**src/hw/rtl/atb_pkg.sv**
```systemverilog
package atb_pkg;

    // fixed field widths of the result beat and the register
    localparam int TH_W  = 25;
    localparam int IDX_W = 6;
    localparam int TOL_W = 25;

    // scaled store read address select
    localparam logic [1:0] RSEL_IDX = 2'd0;
    localparam logic [1:0] RSEL_J   = 2'd1;
    localparam logic [1:0] RSEL_K   = 2'd2;

    // controller to datapath commands
    typedef struct packed {
        logic       load;
        logic       check_clr;
        logic       idx_clr;
        logic       idx_inc;
        logic       mul;
        logic       div_init;
        logic       div_step;
        logic       sc_wr;
        logic       latch_jk;
        logic [1:0] rsel;
        logic       cap_sj;
        logic       upd;
        logic       emit;
        logic       err_emit;
        logic       clear;
    } cmd_t;

    // datapath to controller status
    typedef struct packed {
        logic err_cond;
        logic div_last;
        logic idx_last;
        logic has_under;
        logic has_over;
    } sts_t;

endpackage

```
**src/hw/rtl/atb_ctrl.sv**
```systemverilog
module atb_ctrl (
    input  logic         clk,
    input  logic         rst_n,
    input  logic         start,
    input  logic         last_weight,
    input  atb_pkg::sts_t sts,
    output atb_pkg::cmd_t cmd,
    output logic         busy
);

    localparam logic [3:0] S_IDLE   = 4'd0;
    localparam logic [3:0] S_CHECK  = 4'd1;
    localparam logic [3:0] S_SC_RD  = 4'd2;
    localparam logic [3:0] S_SC_MUL = 4'd3;
    localparam logic [3:0] S_SC_INI = 4'd4;
    localparam logic [3:0] S_SC_DIV = 4'd5;
    localparam logic [3:0] S_SC_WR  = 4'd6;
    localparam logic [3:0] S_FIND   = 4'd7;
    localparam logic [3:0] S_RJ     = 4'd8;
    localparam logic [3:0] S_RK     = 4'd9;
    localparam logic [3:0] S_UPD    = 4'd10;
    localparam logic [3:0] S_EM_RD  = 4'd11;
    localparam logic [3:0] S_EM_OUT = 4'd12;
    localparam logic [3:0] S_ERR    = 4'd13;

    logic [3:0] state_reg;
    logic [3:0] state_next;

    assign busy = (state_reg != S_IDLE);

    // next state and command decode
    always_comb
    begin
        state_next = state_reg;
        cmd        = '0;
        cmd.rsel   = atb_pkg::RSEL_IDX;
        case (state_reg)
            S_IDLE:
            begin
                if (start)
                begin
                    cmd.load = 1'b1;
                    if (last_weight)
                    begin
                        state_next = S_CHECK;
                    end
                end
            end
            S_CHECK:
            begin
                if (sts.err_cond)
                begin
                    state_next = S_ERR;
                end
                else
                begin
                    cmd.idx_clr   = 1'b1;
                    cmd.check_clr = 1'b1;
                    state_next    = S_SC_RD;
                end
            end
            S_SC_RD:  state_next = S_SC_MUL;
            S_SC_MUL:
            begin
                cmd.mul    = 1'b1;
                state_next = S_SC_INI;
            end
            S_SC_INI:
            begin
                cmd.div_init = 1'b1;
                state_next   = S_SC_DIV;
            end
            S_SC_DIV:
            begin
                cmd.div_step = 1'b1;
                if (sts.div_last)
                begin
                    state_next = S_SC_WR;
                end
            end
            S_SC_WR:
            begin
                cmd.sc_wr = 1'b1;
                if (sts.idx_last)
                begin
                    state_next = S_FIND;
                end
                else
                begin
                    cmd.idx_inc = 1'b1;
                    state_next  = S_SC_RD;
                end
            end
            S_FIND:
            begin
                if (!sts.has_under)
                begin
                    cmd.idx_clr = 1'b1;
                    state_next  = S_EM_RD;
                end
                else if (!sts.has_over)
                begin
                    state_next = S_ERR;
                end
                else
                begin
                    cmd.latch_jk = 1'b1;
                    state_next   = S_RJ;
                end
            end
            S_RJ:
            begin
                cmd.rsel   = atb_pkg::RSEL_J;
                state_next = S_RK;
            end
            S_RK:
            begin
                cmd.rsel   = atb_pkg::RSEL_K;
                cmd.cap_sj = 1'b1;
                state_next = S_UPD;
            end
            S_UPD:
            begin
                cmd.upd    = 1'b1;
                state_next = S_FIND;
            end
            S_EM_RD:  state_next = S_EM_OUT;
            S_EM_OUT:
            begin
                cmd.emit = 1'b1;
                if (sts.idx_last)
                begin
                    cmd.clear  = 1'b1;
                    state_next = S_IDLE;
                end
                else
                begin
                    cmd.idx_inc = 1'b1;
                    state_next  = S_EM_RD;
                end
            end
            S_ERR:
            begin
                cmd.err_emit = 1'b1;
                cmd.clear    = 1'b1;
                state_next   = S_IDLE;
            end
            default:  state_next = S_IDLE;
        endcase
    end

    // state register
    always_ff @(posedge clk or negedge rst_n)
    begin
        if (!rst_n)
        begin
            state_reg <= S_IDLE;
        end
        else
        begin
            state_reg <= state_next;
        end
    end

endmodule

```
**config.mk**
```make
export PLATFORM = sky130hd
export DESIGN_NAME = atb_ctrl
export DESIGN_NICKNAME = d
export VERILOG_FILES = /design/src/hw/rtl/atb_pkg.sv /design/src/hw/rtl/atb_ctrl.sv
export SDC_FILE = /design/constraint.sdc
export NUM_CORES = 1
export LEC_CHECK = 0
export BUFFER_PORTS_ARGS = -buffer_cell sky130_fd_sc_hd__buf_2
export CORE_AREA = 2 2 39 41
export DETAILED_ROUTE_END_ITERATION = 16
export DIE_AREA = 0 0 41 43
export PLACE_DENSITY = 0.8
export RECOVER_POWER = 100
export SLEW_MARGIN = 20
export SYNTH_ARGS = -nofsm -noshare
export SYNTH_HDL_FRONTEND = slang
export SYNTH_SLANG_ARGS = --single-unit
```
**constraint.sdc**
```tcl
create_clock -name clk -period 1.8 [get_ports clk]
set_input_delay 0.36 -clock clk [delete_from_list [all_inputs] [get_ports clk]]
set_output_delay 0.36 -clock clk [all_outputs]
set_load 0.005 [all_outputs]
```
# Yosys cells after proc, flatten, opt, wreduce, memory -nomap -nowiden
# Cells that the tools add are included.
# word_totals
in_bits,9
register_bits,4
output_inout_bits,17
elab_cells,52
# op_classes
muxes,31
reduce_logical,4
eq_ne,16
# op_table
operator,n
one-hot mux 4 bit (13 select lines),1
"== test 4 bit, second input constant",6
2-to-1 mux 4 bit,6
2-to-1 mux 1 bit,18
"== test 4 x 3 -> 1 bit, second input constant",4
"== test 4 x 2 -> 1 bit, second input constant",2
2-to-1 mux 3 bit,2
"inequality test 2 bit, second input constant",3
"== test 4 x 1 -> 1 bit, second input constant",1
logical NOT 4 bit,1
one-hot mux 1 bit (2 select lines),2
one-hot mux 2 bit (2 select lines),1
nonzero test 4 bit,1
AND reduction 3 bit,1
2-to-1 mux 2 bit,1
OR reduction 2 bit,1

# Depth between registers and ports, before layout
# Gate-level depths: netlist of the first run.
# depth
ltp_word,3
depth_mapped,5
mapped_depth_nobuf,4

# Worst setup path after synthesis of the first run
# Ideal clock, no wire load.
# synth_timing
path_type,reg2out
from,reg state_reg[1]
to,out cmd[6] (netlist bit)
path_slack_ps,440
required_time_ps,1440
path_stages_with_launch,5
path_buffers,2
arrival_time_ps,1000
cell_sequence,dfrtp_1 > buf_6 > nand2b_1 > nor2_1 > buf_4
# synth_rtl
element,line_no,source
start: declaration,atb_ctrl.sv:26,logic [3:0] state_reg;
start signal: assignment,atb_ctrl.sv:161,state_reg <= state_next;
end: declaration,atb_ctrl.sv:7,"output atb_pkg::cmd_t cmd,"

==> results.yml, run 1 <==
placement:
  io_buffers: 25
  dpl-instance-area_um2: 611
  dp_hpwl_um: 1020
  place_congestion: 0.873
  place_inst: 108
synthesis:
  ys_ff_latch: 4
  postSynthCellCount: 73
  yosys_warnings: 0
  yosysSeqAreaShare: 0.192
  synth.distinct_cells: 30
  synth_top_area_cell: "dfrtp_1"
  syn_avg_cell_area_um2: 7.15
  synth_top_cell_area_share: 0.192
  syn_area_um2: 522
  synth_nets: 82
  netlist_top_cells_area: "dfrtp_1, nor2_1, nor3_1"
critical_path:
  endpoint_kind: "output pin"
  crit_type: "flop to output pin"
  worstPathRequired_ns: 1.44
  crit_fanout: 15
  startpoint_type: "flop"
  cp.arrival_ns: 1.34
timing:
  finClkSkew_ns: 0.000587
  setup_tns_ns: 0
  clock.fmax_ghz: 0.590
  setup-violations-final: 0
  rsz0062_at_grt: "false"
  slew_viol_final: 0
  min_period_ns: 1.70
  worst_pin_slew_ns: 0.348
  finalCritPeriodShare: 0.942
  relSlewSlack: 0.768
  hold_slack_ns: 0.494
  hold_violations: 0
clocking:
  clockRootBuffer: "clkbuf_4"
  worstSkewPairLatency_ns: 0.23
  clk_path_buf_depth: 2
  cts_setup_buffers: 0
  htreeDepth: 1
  cts_sinks: 4
  cts_tree: "done"
  cts_made_buffers: 3
  clkSlewWorstSetupHoldPaths_ns: 0.03
floorplanning:
  die_area_mm2: 0.00176
  rows: 14
  core_mm2: 0.00138
  initial_utilization: 0.377
  die_h_um: 43
  fp.dieW_um: 41
  io_pins: 26
run_status:
  outcome: "finished clean"
pwr:
  power_frac_comb: 0.600
  finalPower_mw: 1.02
  p_clk_frac: 0.104
  p_seq_frac: 0.296
  p_switching_uw: 519
  p_int_uw: 505
  ir_drop_mv: 0.645
  leakage_nw: 0.275
  swShare: 0.507
  p_per_area_mw_per_mm2: 1610
final_layout:
  nets: 107
  final_cell_mix: "buf_2, clkbuf_1, nor2_1"
  seq_area_um2: 105
  largest_reg_flops: 4
  fin_cells: 112
  area_delta_synth_final_pct: 21.6
  fillers: 160
  mostFrequentLayoutCell: "buf_2"
  drive_gt1_frac: 0.281
  final_area_um2: 634
  multi_input_area_um2: 339
  n_antenna_cell: 0
detailed_routing:
  postRouteAntennaNets: 0
  routedWlPerCell_um: 12.0
  vias: 589
  drc_errors: 0
  wl_um: 1340
  via_per_inst: 5.26
  drt_iter0_drc: 20
  drt_first_pass_iters: 4
global_route:
  grt_pass1_wl_um: 2090
  overflow: 0
  grt_pass1_vias: 490
  antenna_found_initial: 0
  grt.total_usage: 0.173
  grt_max_degree: 17
min_path:
  hold_class: "input pin to flop"
flow_run:
  maxCapViolCount: 0
## cell type report
| type | count | share of cell area |
|---|---|---|
| clock buffers | 3 | 0.0355 |
| repair buffers | 27 | 0.203 |
| flip-flops and latches | 4 | 0.166 |
| well taps | 16 | 0.0316 |
| inverters | 5 | 0.0296 |
| multi-input cells | 57 | 0.535 |
## critical path, stage by stage, from the launching register on
cell and delay (ns):
dfrtp_2 0.49, nand2b_2 0.28, nor3_1 0.20, clkbuf_2 0.14
## cells in the mapped netlist, drive strengths merged
master  instances
nor4            1
a21oi           5
nand2b          6
nand2           4
o32ai           1
nor2b           2
o22ai           1
o31ai           1
a22oi           1
a221oi          2
xor2            1
nor3            9
and3            2
a31oi           1
or3             1
o221ai          1
or2b            2
buf             6
and2            1
nor2           10
dfrtp           4
or3b            1
a311oi          1
o21ai           2
inv             5
clkbuf          1
a211oi          1
## worst paths after layout
path,slack (ns),startpoint,endpoint,cells past startpoint
setup / recovery,0.10,state_reg[3],cmd[7],3
max in group asynchronous,1.08,rst_n,state_reg[3],2
hold / removal,0.49,sts[3],state_reg[1],3
min in group asynchronous,0.52,rst_n,state_reg[2],2
setup reg to reg,0.35,state_reg[0],state_reg[1],4
hold reg to reg,0.68,state_reg[0],state_reg[2],2
## kinds of logic after synthesis
family,synth area share
buffers and inverters,0.158
and+or+nand+nor,0.415
xor gates and xnor gates,0.0168
AOI/OAI and AO/OA,0.218
DFF,0.192
## through the flow
stage,setup WS (ns),util
6_report,0.104,0.458
5_1_grt,0.0200,0.458
4_1_cts,0.0293,0.468
3_5_place_dp,0.196,0.441
3_3_place_gp,0.262,0.441
2_1_floorplan,0.440,-
## power by group through the flow
stage / Clock [mW] / Sequential, mW / Combinational, mW
final: 0.106 / 0.303 / 0.614
after global routing: 0.125 / 0.321 / 0.693
after CTS: 0.113 / 0.292 / 0.633
after detailed placement: 0 / 0.287 / 0.626
after global placement: 0 / 0.277 / 0.616
after floorplan: 0 / 0.177 / 0.634
## routing by layer
layer	wire (um)	vias to the layer above	part of all wire	track usage
met5	0	-	0	0
met3	101	0	0.075	0.0628
li1	-	305	-	-
met1	623	261	0.46	0.252
met2	616	23	0.46	0.238
met4	0	0	0	0.0400
## what timing repair did
action                     CTS  global route
hold endpoints to repair     4             0
resized for setup            3             3
setup endpoints to repair    3            10
hold buffers                 1             0
Note: power is estimated with default switching activity, not from simulation.
==> run 2, diff against run 1 <==
CORE_AREA = unset   (was 2 2 39 41)
CORE_MARGIN = 2   (was unset)
CORE_UTILIZATION = 39   (was unset)
DIE_AREA = unset   (was 0 0 41 43)
PLACE_DENSITY = 0.83   (was 0.8)
clock period = 1.45 ns   (was 1.8 ns; I/O delays follow)
==> results.yml, run 2 (synthesized netlist as in run 1, its figures left out) <==
timing:
  finClkSkew_ns: 0.000933
  setup-violations-final: 16
  hold_slack_ns: 0.416
  slew_viol_final: 0
  relSlewSlack: 0.813
  clock.fmax_ghz: 0.646
  finalWorstSetupSlack_ns: -0.0988
  rsz0062_at_grt: "true"
  min_period_ns: 1.55
  hold_violations: 0
  setup_tns_ns: -0.725
  worst_pin_slew_ns: 0.281
  finalCritPeriodShare: 1.07
min_path:
  hold_class: "input pin to asynchronous set/reset pin"
global_route:
  grt_max_degree: 9
  grt_pass1_vias: 617
  overflow: 0
  antenna_found_initial: 0
  grt.total_usage: 0.242
  grt_pass1_wl_um: 2640
floorplanning:
  io_pins: 26
  fp.dieW_um: 40.6
  rows: 13
  initial_utilization: 0.411
  die_h_um: 40.6
  core_mm2: 0.00127
  die_area_mm2: 0.00165
placement:
  place_congestion: 0.804
  place_ws_ns: 0.0245
  dp_hpwl_um: 1100
  io_buffers: 25
  dpl-instance-area_um2: 662
  place_inst: 114
run_status:
  violations: "setup timing"
  outcome: "finished with violations"
critical_path:
  startpoint: "state_reg[2]"
  startpoint_type: "flop"
  worstPathRequired_ns: 1.16
  r2r_start: "state_reg[3]"
  crit_fanout: 6
  endpoint_kind: "output pin"
  crit_type: "flop to output pin"
  cp.arrival_ns: 1.26
pwr:
  p_seq_frac: 0.130
  p_int_mw: 1.25
  power_frac_comb: 0.813
  p_switching_mw: 1.08
  swShare: 0.464
  p_per_area_mw_per_mm2: 2300
  ir_drop_mv: 1.04
  leakage_nw: 0.506
  finalPower_mw: 2.34
  p_clk_frac: 0.057
clocking:
  htreeDepth: 1
  clockRootBuffer: "clkbuf_4"
  clk_path_buf_depth: 2
  cts_made_buffers: 3
  cts_sinks: 4
  cts_tree: "done"
  worstSkewPairLatency_ns: 0.23
  clkSlewWorstSetupHoldPaths_ns: 0.04
final_layout:
  fin_util: 0.802
  area_delta_synth_final_pct: 95.0
  nets: 133
  largest_reg_flops: 4
  fin_cells: 137
  n_antenna_cell: 0
  final_cell_mix: "buf_2, buf_4, buf_6"
  fillers: 82
  seq_area_um2: 105
  final_area_mm2: 0.00102
  multi_input_area_um2: 477
  mostFrequentLayoutCell: "buf_2"
  drive_gt1_frac: 0.689
detailed_routing:
  via_per_inst: 5.55
  drt_iter0_drc: 13
  vias: 760
  routedWlPerCell_um: 15.8
  postRouteAntennaNets: 0
  wl_um: 2160
  drc_errors: 0
  drt_first_pass_iters: 4
flow_run:
  maxCapViolCount: 0
-- run 2: metal layers --
layer,share of wire,track usage
met2,0.55,0.488
met4,0.0065,0.0500
met1,0.40,0.267
met5,0,0
met3,0.037,0.0167
-- run 2: final cells by class --
| type | instances | share of cell area |
|---|---|---|
| tap | 15 | 0.0185 |
| inverter | 5 | 0.0185 |
| multi-input combinational | 57 | 0.469 |
| timing repair buffer | 53 | 0.369 |
| sequential | 4 | 0.103 |
| clock buffer | 3 | 0.0221 |
-- run 2: path summary, 6_finish.rpt --
kind / endpoint / slack, ns / cells past startpoint
worst min-delay path: state_reg[2] / 0.42 / 2
max in group asynchronous: state_reg[3] / 0.84 / 2
worst max-delay path: cmd[3] / -0.1 / 3
worst max register to register: state_reg[1] / -0.04 / 6
min in group clk: state_reg[0] / 0.51 / 4
worst min register to register: state_reg[2] / 0.75 / 3
-- run 2: worst max-delay path: stages (launching register included) --
cell and delay, ns:
dfrtp_2 0.46, or2b_1 0.28, nor2_1 0.15, buf_2 0.14
-- run 2: timing repair --
action	4_1_cts	5_1_grt
cloned	1	0
endpoints found under the setup margin	17	20
hold buffers	1	0
gates resized for setup	28	18
buffers inserted	14	4
pin swaps	7	8
endpoints found under the hold margin	4	0
-- run 2: power groups by stage --
stage | logic [mW] | registers (mW) | clock network, mW
after detailed placement | 0.986 | 0.274 | 0
after global placement | 0.959 | 0.270 | 0
after floorplan | 0.787 | 0.219 | 0
after global routing | 2.02 | 0.313 | 0.143
final | 1.90 | 0.305 | 0.133
after CTS | 1.53 | 0.280 | 0.136
